**src/rtl/core/dec_div.sv**
```systemverilog
// Pipelined restoring divider, one quotient bit per stage.
module dec_div #(
    parameter int DW    = 42,
    parameter int STEPS = 17
) (
    input  logic             clk,
    input  logic             adv,
    input  logic [DW-1:0]    rem0,
    input  logic [STEPS-1:0] low,
    input  logic [DW-1:0]    div,
    output logic [STEPS-1:0] quo
);
    // rem0 must be below div; low bits enter MSB first
    logic [DW-1:0]    r_reg [STEPS];
    logic [DW-1:0]    d_reg [STEPS];
    logic [STEPS-1:0] l_reg [STEPS];
    logic [STEPS-1:0] q_reg [STEPS];

    for (genvar k = 0; k < STEPS; k++) begin : g_stage
        logic [DW-1:0]    r_in;
        logic [DW-1:0]    d_in;
        logic [STEPS-1:0] l_in;
        logic [STEPS-1:0] q_in;
        logic [DW:0]      r2;
        logic             ge;

        if (k == 0) begin : g_first
            assign r_in = rem0;
            assign d_in = div;
            assign l_in = low;
            assign q_in = '0;
        end else begin : g_rest
            assign r_in = r_reg[k-1];
            assign d_in = d_reg[k-1];
            assign l_in = l_reg[k-1];
            assign q_in = q_reg[k-1];
        end

        assign r2 = {r_in, l_in[STEPS-1]};
        assign ge = r2 >= {1'b0, d_in};

        always_ff @(posedge clk)
        begin
            if (adv)
            begin
                r_reg[k] <= ge ? DW'(r2 - {1'b0, d_in}) : DW'(r2);
                d_reg[k] <= d_in;
                l_reg[k] <= l_in << 1;
                q_reg[k] <= {q_in[STEPS-2:0], ge};
            end
        end
    end

    assign quo = q_reg[STEPS-1];

endmodule

```
**config.mk**
```make
export PLATFORM = sky130hd
export DESIGN_NAME = dec_div
export DESIGN_NICKNAME = d
export VERILOG_FILES = /design/src/rtl/core/dec_div.sv
export SDC_FILE = /design/constraint.sdc
export NUM_CORES = 2
export LEC_CHECK = 0
export BUFFER_PORTS_ARGS = -buffer_cell sky130_fd_sc_hd__buf_2
export CORE_ASPECT_RATIO = 1.75
export CORE_MARGIN = 1
export CORE_UTILIZATION = 55
export DETAILED_ROUTE_END_ITERATION = 8
export PLACE_DENSITY = 0.74
export SLEW_MARGIN = 40
export SYNTH_ARGS = -nofsm -noshare
export SYNTH_HDL_FRONTEND = slang
export SYNTH_SLANG_ARGS = --single-unit
```
**constraint.sdc**
```tcl
create_clock -name clk -period 3.5 [get_ports clk]
set_clock_uncertainty 0.2 [all_clocks]
set_input_delay 0.7 -clock clk [delete_from_list [all_inputs] [get_ports clk]]
set_output_delay 0.7 -clock clk [all_outputs]
set_load 0.01 [all_outputs]
```
==> impl_metrics.py <==
metrics = {
    "floorplanning": {
        "die_w_um": 318,
        "die_height_um": 555,
        "core-area_um2": 173000,
        "rows": 202,
        "dieArea_um2": 176000,
        "io_pins": 120,
        "start_util_pct": 55.4,
    },
    "finish": {
        "fin_cells": 14000,
        "area_delta_synth_final_pct": 36.5,
        "final_common_cell": "buf_4",
        "nNetsFinal": 12500,
        "final_cell_mix": "buf_4, edfxtp_1, inv_1",
        "nFillCells": 10900,
        "drive_gt1_share_pct": 33.1,
    },
    "synth": {
        "synth.mux.area_fraction_pct": 2.47,
        "synth_top_flop_cell": "edfxtp_1",
        "synthAdderAreaFrac_pct": 9.64,
        "yosys.area_share.simple_pct": 9.79,
        "synthArstFlopShare_pct": 0,
        "syn_area_um2": 96000,
        "ys_seq_elements": 1633,
        "syn_area_per_cell_um2": 10.8,
        "syn_inst": 8866,
        "synth_sequential_area_ratio_pct": 51.1,
        "synth_top_family_by_area": "compound AO/OA/AOI/OAI gates",
        "ys_warn_count": 0,
        "synth_edf_count": 1633,
        "synth_cell_types": 101,
        "synthXorXnorAreaFrac_pct": 5.29,
        "syn-num-nets": 9699,
        "synth_compound_area_share_pct": 17.1,
    },
    "global_route": {
        "grt_overflow": 0,
        "grt_max_degree": 90,
        "grt_pass1_wl_um": 565000,
        "grt_usage_pct": 44.1,
        "first_global_vias": 93200,
        "antenna_found_initial": 24,
    },
    "sta": {
        "worst_slew_pin_slew_ns": 1.04,
        "period_share_pct": 155,
        "final-max-slew-violation-count": 0,
        "rsz0062_at_grt": "true",
        "finalSetupViolations": 684,
        "worst_hold_slack_ns": 0.0381,
        "period_minus_slack_ns": 5.42,
        "fin_ws_ns": -1.92,
        "fmaxAchievable_mhz": 184,
        "slew-limit-headroom_pct": 30.1,
        "hold_violations": 0,
    },
    "outcome": {
        "violations": "negative setup slack",
        "outcome": "complete, but fails checks",
    },
    "critical_path": {
        "arrival_ns": 5.79,
        "path_buf_inv": 3,
        "critical_path.top_delay_family": "compound AO/OA/AOI/OAI gates",
        "crit_required_ns": 3.86,
        "crit_cells": 14,
        "critPathKind": "reg -> reg",
        "startpoint_type": "flop",
        "crit_slowest_cell": "o41a_1",
        "r2r_start": "d_reg[0][47]",
        "ff2ff_path_depth": 14,
        "path_cells": "inv_1 > ha_1 > nor2_1 > nor2_1 > o41a_1 > a311oi_2 > buf_4 > buf_4 > o21a_1 > o21ai_0 > nor2b_1 > a31oi_1 > xor2_1 > o21ai_2",
        "cp-end-kind": "flop",
        "r2r_end": "r_reg[0][121]",
        "cpPeakStageDelay_ns": 0.97,
        "worstPathMaxFanout": 4,
        "r2r_slack_ns": -1.92,
    },
    "clock_tree": {
        "numCtsBuffers": 165,
        "worstSkewPairLatency_ns": 0.89,
        "cts-root-buf": "clkbuf_16",
        "cts_tree": "yes",
        "clk_pin_slew_ns": 0.07,
        "cts_sinks": 1633,
        "htreeDepth": 4,
        "cts_max_path_buffers": 4,
    },
    "routing": {
        "wl_per_cell_um": 29.2,
        "drc_errors": 0,
        "wirelength_um": 410000,
        "vias": 88300,
        "post_drt_via_cell_ratio": 6.30,
        "postRouteAntennaNets": 0,
        "drtPass1Iterations": 9,
        "drt_iter0_markers": 7187,
    },
    "job": {
        "drv_cap": 0,
    },
    "power_and_ir_drop": {
        "p_total_mw": 133,
        "internal_power_mw": 76.8,
        "power.leakage_nw": 57.4,
        "power_switching_mw": 56.5,
        "p_sw_share_pct": 42.4,
        "pwr_density_cell_nw_per_um2": 1020,
        "max-vdd-ir-drop_uv": 652,
        "p_clk_share_pct": 13.3,
        "p_comb_share_pct": 61.8,
        "seq_power_share_pct": 24.9,
    },
    "hold_path": {
        "hold_depth": 2,
        "hold_path.class": "in -> reg",
        "hp-start": "rem0[13]",
        "min_to": "r_reg[0][14]",
    },
    "placed_design": {
        "io_buffer_count": 119,
        "dp_slack_ns": -1.16,
        "dp_hpwl_um": 281000,
        "gp_congestion": 1.08,
        "dp_cells": 13400,
    },
}
[cell usage after synthesis, types with 33 or more instances]
master	count	share of area, %
a211oi_1	55	0.43
a21o_1	421	3.3
a21oi_1	853	4.4
a31oi_1	83	0.54
and2_1	50	0.33
and3_1	93	0.61
buf_2	33	0.17
clkbuf_1	194	0.76
edfxtp_1	1633	51
ha_1	714	9.3
inv_1	880	3.4
mux2_2	188	2.2
nand2_1	597	2.3
nand2b_1	65	0.42
nand3_1	164	0.86
nand4_1	129	0.84
nor2_1	547	2.1
nor2b_1	80	0.52
nor3_1	87	0.45
nor4_1	42	0.27
o211ai_1	41	0.32
o21a_1	114	0.89
o21ai_0	532	2.8
o21bai_1	122	0.95
o31ai_1	53	0.41
xnor2_1	340	3.1
xor2_1	240	2.2
[power groups by stage]
stage	Clock, mW	Combinational [mW]	Sequential (mW)
after floorplan	0	36.2	31.1
after global placement	0	65.4	32.8
after detailed placement	0	67.0	33.0
after CTS	17.6	73.7	32.7
after global routing	18.4	86.2	33.4
final	17.8	82.4	33.2
[worst max path at each step]
stage                              from            end
after floorplan            l_reg[0][63]  r_reg[0][204]
after global placement    r_reg[0][229]  r_reg[0][252]
after detailed placement  r_reg[0][217]  r_reg[0][252]
after CTS                  d_reg[0][43]  r_reg[0][120]
after global routing       d_reg[0][47]  r_reg[0][121]
final                      d_reg[0][47]  r_reg[0][121]
[kinds of logic (layout without fill, tap and decap cells)]
family                     count (synthesis)  after routing
AOI/OAI and AO/OA                       2590           2590
and+or+nand+nor                         1982           1982
DFF                                     1633           1633
buffers and inverters                   1139           4017
adders and majority gates                730            730
xor gates and xnor gates                 580            580
muxes                                    212            212
other                                      0             29
[per-stage QoR]
stage / utilization, % / setup TNS [ns] / area [um^2]
6_report: 75.6 / -366.14 / 131000
2_1_floorplan: - / -0.558 / 96500
4_1_cts: 73.9 / -171.20 / 128000
3_5_place_dp: 67.9 / -340.75 / 118000
3_3_place_gp: 67.9 / -283.93 / 118000
5_1_grt: 75.6 / -399.77 / 131000
[repair_timing]
action                                  CTS  global route
gates cloned                             21            15
buffers inserted                        166            96
endpoints found under the setup margin  666           685
pin swaps                               212           193
endpoints found under the hold margin    68             0
hold buffers                             68             0
resized for setup                       574           457
[metal layers]
metal / GRT usage, % / vias up / routed length (um) / part of all wire, %
met5: 0 / - / 172 / 0.042
met4: 63.5 / 14 / 73800 / 18
met3: 10.2 / 3320 / 28500 / 7.0
met2: 83.6 / 5209 / 212000 / 52
met1: 28.3 / 41600 / 95700 / 23
li1: - / 38200 / - / -
[worst reg2reg max path, delay by kind of cell, from the launching register on]
kind / cells / cell delay [ns]
buffers and inverters: 3 / 0.46
xor gates and xnor gates: 1 / 0.20
and+or+nand+nor: 3 / 1.45
DFF: 1 / 0.39
adders and majority gates: 1 / 0.36
AOI/OAI and AO/OA: 6 / 2.05
[final cells by class]
cell class                 count  area (um^2)  area share, %
sequential                  1633        49000           37.5
multi-input combinational   6094        46900           35.8
timing repair buffer        2844        23600           18.0
clock buffer                 192         4270           3.26
inverter                     885         3370           2.57
tap                         2244         2810           2.14
clock inverter                96          876          0.669
antenna                       29         72.6         0.0554
Power figures use the tool's default switching activity.
