$ cat src/rtl/core/dec_isqrt.sv
// Pipelined integer square root, one result bit per stage.
module dec_isqrt #(
    parameter int W = 42
) (
    input  logic           clk,
    input  logic           adv,
    input  logic [W-1:0]   x,
    output logic [W/2-1:0] root
);
    localparam int STAGES = W / 2;

    logic [W-1:0] x_reg [STAGES];
    logic [W-1:0] r_reg [STAGES];

    for (genvar i = 0; i < STAGES; i++) begin : g_stage
        logic [W-1:0] x_in;
        logic [W-1:0] r_in;
        logic [W-1:0] b;
        logic [W:0]   t;
        logic [W-1:0] x_next;
        logic [W-1:0] r_next;

        if (i == 0) begin : g_first
            assign x_in = x;
            assign r_in = '0;
        end else begin : g_rest
            assign x_in = x_reg[i-1];
            assign r_in = r_reg[i-1];
        end

        always_comb
        begin
            b = W'(1) << (W - 2 - 2 * i);
            t = (W+1)'(r_in) + (W+1)'(b);
            if ((W+1)'(x_in) >= t)
            begin
                x_next = W'((W+1)'(x_in) - t);
                r_next = (r_in >> 1) + b;
            end
            else
            begin
                x_next = x_in;
                r_next = r_in >> 1;
            end
        end

        always_ff @(posedge clk)
        begin
            if (adv)
            begin
                x_reg[i] <= x_next;
                r_reg[i] <= r_next;
            end
        end
    end

    assign root = r_reg[STAGES-1][W/2-1:0];

endmodule

$ cat config.mk
export PLATFORM = sky130hd
export DESIGN_NAME = dec_isqrt
export DESIGN_NICKNAME = d
export VERILOG_FILES = /design/src/rtl/core/dec_isqrt.sv
export SDC_FILE = /design/constraint.sdc
export NUM_CORES = 1
export LEC_CHECK = 0
export BUFFER_PORTS_ARGS = -buffer_cell sky130_fd_sc_hd__buf_4
export CORE_MARGIN = 3
export CORE_UTILIZATION = 63
export DETAILED_ROUTE_END_ITERATION = 16
export GPL_TIMING_DRIVEN = 0
export PLACE_DENSITY = 0.8
export SETUP_SLACK_MARGIN = 0.3
export SYNTH_ARGS = -nofsm -noshare
export SYNTH_HDL_FRONTEND = slang
export SYNTH_SLANG_ARGS = --single-unit
$ cat constraint.sdc
create_clock -name clk -period 3.5 [get_ports clk]
set_input_delay 0.175 -clock clk [delete_from_list [all_inputs] [get_ports clk]]
set_output_delay 0.175 -clock clk [all_outputs]
set_load 0.03 [all_outputs]
==> flow_metrics.tcl, run 1 <==
set metrics [dict create \
    die_y_um 290 \
    arrival_ps 3770 \
    cts_buffer_depth 3 \
    core_mm2 0.0795 \
    overflow 0 \
    layout_min_cycle_time_ps 3410 \
    regArea_mm2 0.0322 \
    timing.fmax_mhz 294 \
    total_power_uw 35600 \
    rows 103 \
    die-area_mm2 0.0842 \
    min_path_type "input pin to flop" \
    critical_path_buf_inv_count 1 \
    p_seq_share_pct 48.7 \
    insertion_delay_ps 710 \
    grt_pass1_wl_um 179000 \
    drt_first_pass_iters 5 \
    fin_nets 4540 \
    ys_warn_count 0 \
    numCtsBuffers 105 \
    final_cell_mix "edfxtp_1 (1071), inv_1 (297), nand2_1 (232)" \
    yosysTopAreaCellShare_pct 63.2 \
    endpoint "x_reg[8][32]" \
    status "completed" \
    cts_tree "built" \
    p_leak_uw 0.0223 \
    max_cap_violations 0 \
    ys_ff_latch 1071 \
    final_cell_area_mm2 0.0590 \
    cp.required_ps 3870 \
    combPwrFrac_pct 19.0 \
    synth-main-ff-cell "edfxtp_1" \
    cts_root_buffer "clkbuf_16" \
    fp.dieW_um 290 \
    ios 65 \
    drcViolationCount 0 \
    nFillCells 4690 \
    yosysTopAreaCell "edfxtp_1" \
    crit_type "flop to flop" \
    reg2reg_depth 10 \
    cts_htree_levels 3 \
    num_vias 33500 \
    hpwl_um 77100 \
    avgSynthCellArea_um2 12.9 \
    async_flop_share_pct 0 \
    grt_antenna_before_repair 0 \
    ant_nets 0 \
    port_buffers 64 \
    power.density_mw_per_mm2 604 \
    r2r_end "x_reg[8][32]" \
    area_growth_pct 16.0 \
    placed_cell_area_mm2 0.0529 \
    yosysSeqAreaShare_pct 63.2 \
    cts.sinks 1071 \
    largest_register_ffs 840 \
    multiInputGateArea_mm2 0.0186 \
    ys_top_cells_by_area "edfxtp_1 (63%), ha_1 (6.1%), xnor2_1 (3.0%), xor2_1 (2.9%), inv_1 (2.2%)" \
    layout_commonest_cell "edfxtp_1" \
    slowest_delay_ps 490 \
    crit_path_top_delay_cell "or4b_4" \
    setup_violations 0 \
    cts.clk_slew.worst_paths_ps 60 \
    crit_family "simple AND/OR/NAND/NOR gates" \
    wl_per_cell_um 22.0 \
    ir_drop_v 0.000505 \
    synth_nets 4228 \
    worstSetupStartpoint "x_reg[7][52]" \
    worst-path-stages 10 \
    place.gp.congestion 0.901 \
    grt_use_total_pct 26.6 \
    final_hold_viol_count 0 \
    viasPerCell 6.23 \
    routed_wl_um 118000 \
    rrSetupSlack_ps 90 \
    power_frac_clock_pct 32.3 \
    rsz0062_at_grt "true" \
    crit_chain "ha_4 -> or4b_4 -> nor4_4 -> a41o_1 -> a2111oi_4 -> o21ai_4 -> or3b_4 -> buf_8 -> o41ai_4 -> o21ai_1" \
    skew_ps 72.1 \
    critPathLaunchType "flop" \
    cp-end-kind "flop" \
    tightest_slew_ps 872 \
    synth_edf_count 1071 \
    p_sw_uw 10100 \
    syn_area_mm2 0.0509 \
    p_sw_share_pct 28.3 \
    cp_max_fo 7 \
    syn_inst 3936 \
    grt_max_degree 138 \
    grt_pass1_vias 32900 \
    internal-power_uw 25500 \
    synth.distinct_cells 89 \
    period_share_pct 97.3 \
    initial_core_util_pct 64.0 \
    drv_slew 0 \
    diodes 0 \
    maxSlewHeadroom_pct 41.3 \
    r2r-start "x_reg[7][52]" \
    drive_above_1_share_pct 14.2 \
    drt_iter0_markers 3092 \
]
==> how the worst min path moves through the flow <==
stage	end	from	slack, ps	cells past startpoint
global route	x_reg[5][38]	adv	40	1
CTS	x_reg[5][39]	adv	10	1
global placement	x_reg[0][34]	x[34]	350	1
finish	x_reg[5][39]	adv	20	1
floorplan	x_reg[0][0]	x[0]	270	0
detailed placement	x_reg[0][32]	x[32]	350	1
==> timing repair <==
action,4_1_cts,5_1_grt
hold buffers,43,0
buffers inserted,20,68
resized for setup,117,219
gates cloned,0,1
setup endpoints to repair,288,262
pin swaps,21,54
hold endpoints to repair,43,0
==> synth_stat cells, drive strengths merged (20+ instances only) <==
cell type  instances
edfxtp          1071
inv              300
ha               248
nand2            234
nor2             228
a21oi            208
o21ai            176
xnor2            176
xor2             171
nor4             127
nor3             121
a21o              71
nand3             67
o21a              61
clkbuf            55
nand4             54
nand2b            46
or3               42
or4               37
mux2              36
nor2b             33
a31oi             25
buf               24
o211ai            22
o31ai             22
and3              20
or2               20
==> cells by family after synthesis <==
group | Yosys count | share of synthesized area (%)
flip-flops | 1071 | 63.2
multiplexers | 43 | 0.935
adder cells (fa/ha/maj) | 248 | 6.10
AO/OA/AOI/OAI | 725 | 9.15
AND/OR/NAND/NOR | 1123 | 11.7
XOR/XNOR | 347 | 5.97
buffers and inverters | 379 | 2.89
==> layer usage <==
| layer | vias to the layer above | track usage [%] | share of wire [%] |
|---|---|---|---|
| li1 | 15500 | - | - |
| met1 | 16500 | 33.7 | 39 |
| met2 | 1297 | 47.6 | 52 |
| met3 | 271 | 3.21 | 5.6 |
| met4 | 0 | 9.17 | 3.2 |
| met5 | - | 0 | 0 |
==> stage by stage <==
step / hold slack [ps] / utilization [%] / worst slack [ps] / TNS (ps) / std cells
5_1_grt: 37.1 / 74.2 / 59.7 / 0 / 5380
3_5_place_dp: 354 / 66.6 / -716 / -44750 / 5059
3_3_place_gp: 353 / 66.2 / -6590 / -6894640 / 5050
6_report: 18.9 / 74.2 / 94.8 / 0 / 5380
4_1_cts: 14.0 / 72.4 / 124 / 0 / 5311
2_1_floorplan: 274 / - / 357 / 0 / 3936
==> area by class of cell <==
type | instances | area share (%)
plain buffers | 79 | 0.827
clock buffers | 123 | 4.57
clock inverters | 66 | 1.36
repair buffers | 204 | 3.11
well taps | 1050 | 2.23
multi-input cells | 2487 | 31.5
inverters | 300 | 1.91
flip-flops and latches | 1071 | 54.5
==> power by group through the flow <==
stage	Clock [uW]	Combinational, uW	Sequential [uW]
floorplan	0	4420	17000
global route	12100	7440	17500
detailed placement	0	5910	17500
finish	11500	6790	17300
global placement	0	5720	17600
CTS	11500	6160	17300
(Power assumes the default switching activity.)
==> run 2, diff against run 1 <==
Settings changed: CORE_ASPECT_RATIO from default to 0.7.
==> run 2 against run 1 <==
  * Sequential power hardly changed
  * Flip-flop and latch count stayed put
  * Register-to-register slack gained 30 ps
  * Sequential share of layout area barely moved
  * Die area is essentially flat
  * Clock skew fell by 14 ps
  * Global-route usage down 0.12 points
  * Setup slack gained 31 ps
  * Worst hold slack got worse by 0.71 ps
  * Critical endpoint unchanged
  * Largest power group unchanged
==> flow_metrics.tcl, run 2 (same netlist as run 1, synthesis figures left out) <==
set metrics [dict create \
    grt_max_degree 140 \
    final_hold_viol_count 0 \
    rsz0062_at_grt "true" \
    overflow 0 \
    cp-end-kind "flop" \
    setup_violations 0 \
    power.density_mw_per_mm2 603 \
    rows 86 \
    num_vias 33600 \
    fin_nets 4542 \
    p_leak_uw 0.0223 \
    drcViolationCount 0 \
    area_growth_pct 16.0 \
    grt_use_total_pct 26.5 \
    cp.required_ps 3870 \
    drv_slew 0 \
    maxSlewHeadroom_pct 39.4 \
    cts.sinks 1071 \
    cp_max_fo 7 \
    worst-path-stages 10 \
    die-area_mm2 0.0842 \
    core_mm2 0.0793 \
    placed_cell_area_mm2 0.0529 \
    place_inst 5064 \
    die_y_um 244 \
    cts.clk_slew.worst_paths_ps 70 \
    fp.dieW_um 346 \
    grt_antenna_before_repair 2 \
    place.gp.congestion 0.943 \
    crit_path_top_delay_cell "or4b_4" \
    viasPerCell 6.24 \
    post-place-ws_ps -636 \
    routed_wl_um 117000 \
    critPathLaunchType "flop" \
    hold_path_end "x_reg[4][75]" \
    status "completed" \
    drt_first_pass_iters 6 \
    drt_iter0_markers 3568 \
    nFillCells 4693 \
    period_share_pct 96.4 \
    crit_family "simple AND/OR/NAND/NOR gates" \
    grt_pass1_vias 32100 \
    cts_buffer_depth 3 \
    numCtsBuffers 96 \
    wl_per_cell_um 21.7 \
    min_path_type "input pin to flop" \
    final_cell_mix "edfxtp_1 (1071), inv_1 (297), nand2_1 (232)" \
    crit_type "flop to flop" \
    drive_above_1_share_pct 14.6 \
    rrSetupSlack_ps 130 \
    r2r_end "x_reg[8][32]" \
    tightest_slew_ps 910 \
    cts_htree_levels 3 \
    grt_pass1_wl_um 177000 \
    cts_tree "built" \
    reg2reg_depth 10 \
    setup_tns_ps 0 \
    whs_path_depth 1 \
    skew_ps 58.2 \
    layout_commonest_cell "edfxtp_1" \
    r2r-start "x_reg[7][52]" \
    insertion_delay_ps 680 \
    max_cap_violations 0 \
    setup_ws_ps 125 \
    crit_chain "ha_4 -> or4b_4 -> nor4_4 -> a41o_1 -> a2111oi_4 -> o21ai_4 -> or3b_1 -> buf_6 -> o41ai_2 -> o21ai_1" \
    ant_nets 0 \
    port_buffers 64 \
    ir_drop_v 0.000454 \
    initial_core_util_pct 64.1 \
    hpwl_um 77000 \
    timing.fmax_mhz 296 \
    fin_cells 5384 \
    final_cell_area_mm2 0.0590 \
    layout_min_cycle_time_ps 3370 \
    arrival_ps 3740 \
    critical_path_buf_inv_count 1 \
    cts_root_buffer "clkbuf_16" \
    ios 65 \
    largest_register_ffs 840 \
    worstHoldStart "adv" \
    slowest_delay_ps 500 \
]
==> run 2: changes by cell type in the layout (fill, tap and decap cells not counted), sizes merged, moves of 2 or more <==
| cell | delta |
|---|---|
| clkinv | -6 |
| bufinv | +7 |
| clkinvlp | -2 |
| clkbuf | -11 |
| buf | +11 |
==> run 2: through the flow <==
step	hold slack, ps	utilization [%]	total power, uW
2_1_floorplan	274	-	21400
3_3_place_gp	353	66.4	23400
3_5_place_dp	354	66.7	23400
4_1_cts	40.1	72.8	35000
5_1_grt	64.9	74.4	37000
6_report	18.2	74.4	35600
==> run 2: layout make-up <==
cell class / count / area (um^2) / share of cell area [%]
clock inverters: 64 / 922 / 1.56
repair buffers: 216 / 1920 / 3.26
plain buffers: 79 / 492 / 0.833
clock buffers: 111 / 2480 / 4.20
well taps: 1056 / 1320 / 2.24
diodes: 1 / 2.50 / 0.00424
flip-flops and latches: 1071 / 32200 / 54.5
inverters: 300 / 1130 / 1.91
multi-input cells: 2486 / 18600 / 31.5
==> run 2: worst max-delay path by stage <==
stage,slack [ps],endpoint,start
2_1_floorplan,360,x_reg[7][60],x_reg[7][15]
3_3_place_gp,-6640,x_reg[9][76],adv
3_5_place_dp,-640,x_reg[8][32],r_reg[1][304]
4_1_cts,200,x_reg[8][32],x_reg[7][53]
5_1_grt,60,x_reg[7][76],x_reg[7][13]
6_report,130,x_reg[8][32],x_reg[7][52]
==> run 2: where the power goes <==
| group | internal, uW | switching, uW | leakage, uW |
|---|---|---|---|
| combinational | 2950 | 3940 | 0.0104 |
| sequential | 16100 | 1240 | 0.0103 |
| clock | 6600 | 4790 | 0.00164 |
==> run 2: metal layers <==
layer | wire (um) | global-route usage, % | up-vias
met5 | 9 | 0 | -
met4 | 2680 | 6.90 | 2
met3 | 8810 | 3.93 | 227
met2 | 54500 | 41.1 | 1456
met1 | 51000 | 39.7 | 16500
li1 | - | - | 15400
==> run 2: worst register-to-register path: cells and delay by family, from the launching register on <==
kind | cells | cell delay, ps
simple gates | 3 | 1370
fa+ha+maj | 1 | 320
compound gates | 5 | 770
buf+inv | 1 | 160
flops | 1 | 440
==> run 2: timing repair <==
item                                    4_1_cts  5_1_grt
gates cloned                                  0        1
hold buffers                                 43        0
pin swaps                                    42       64
hold endpoints to repair                     43        0
resized for setup                           152      190
buffers inserted                             38       62
endpoints found under the setup margin      293      260
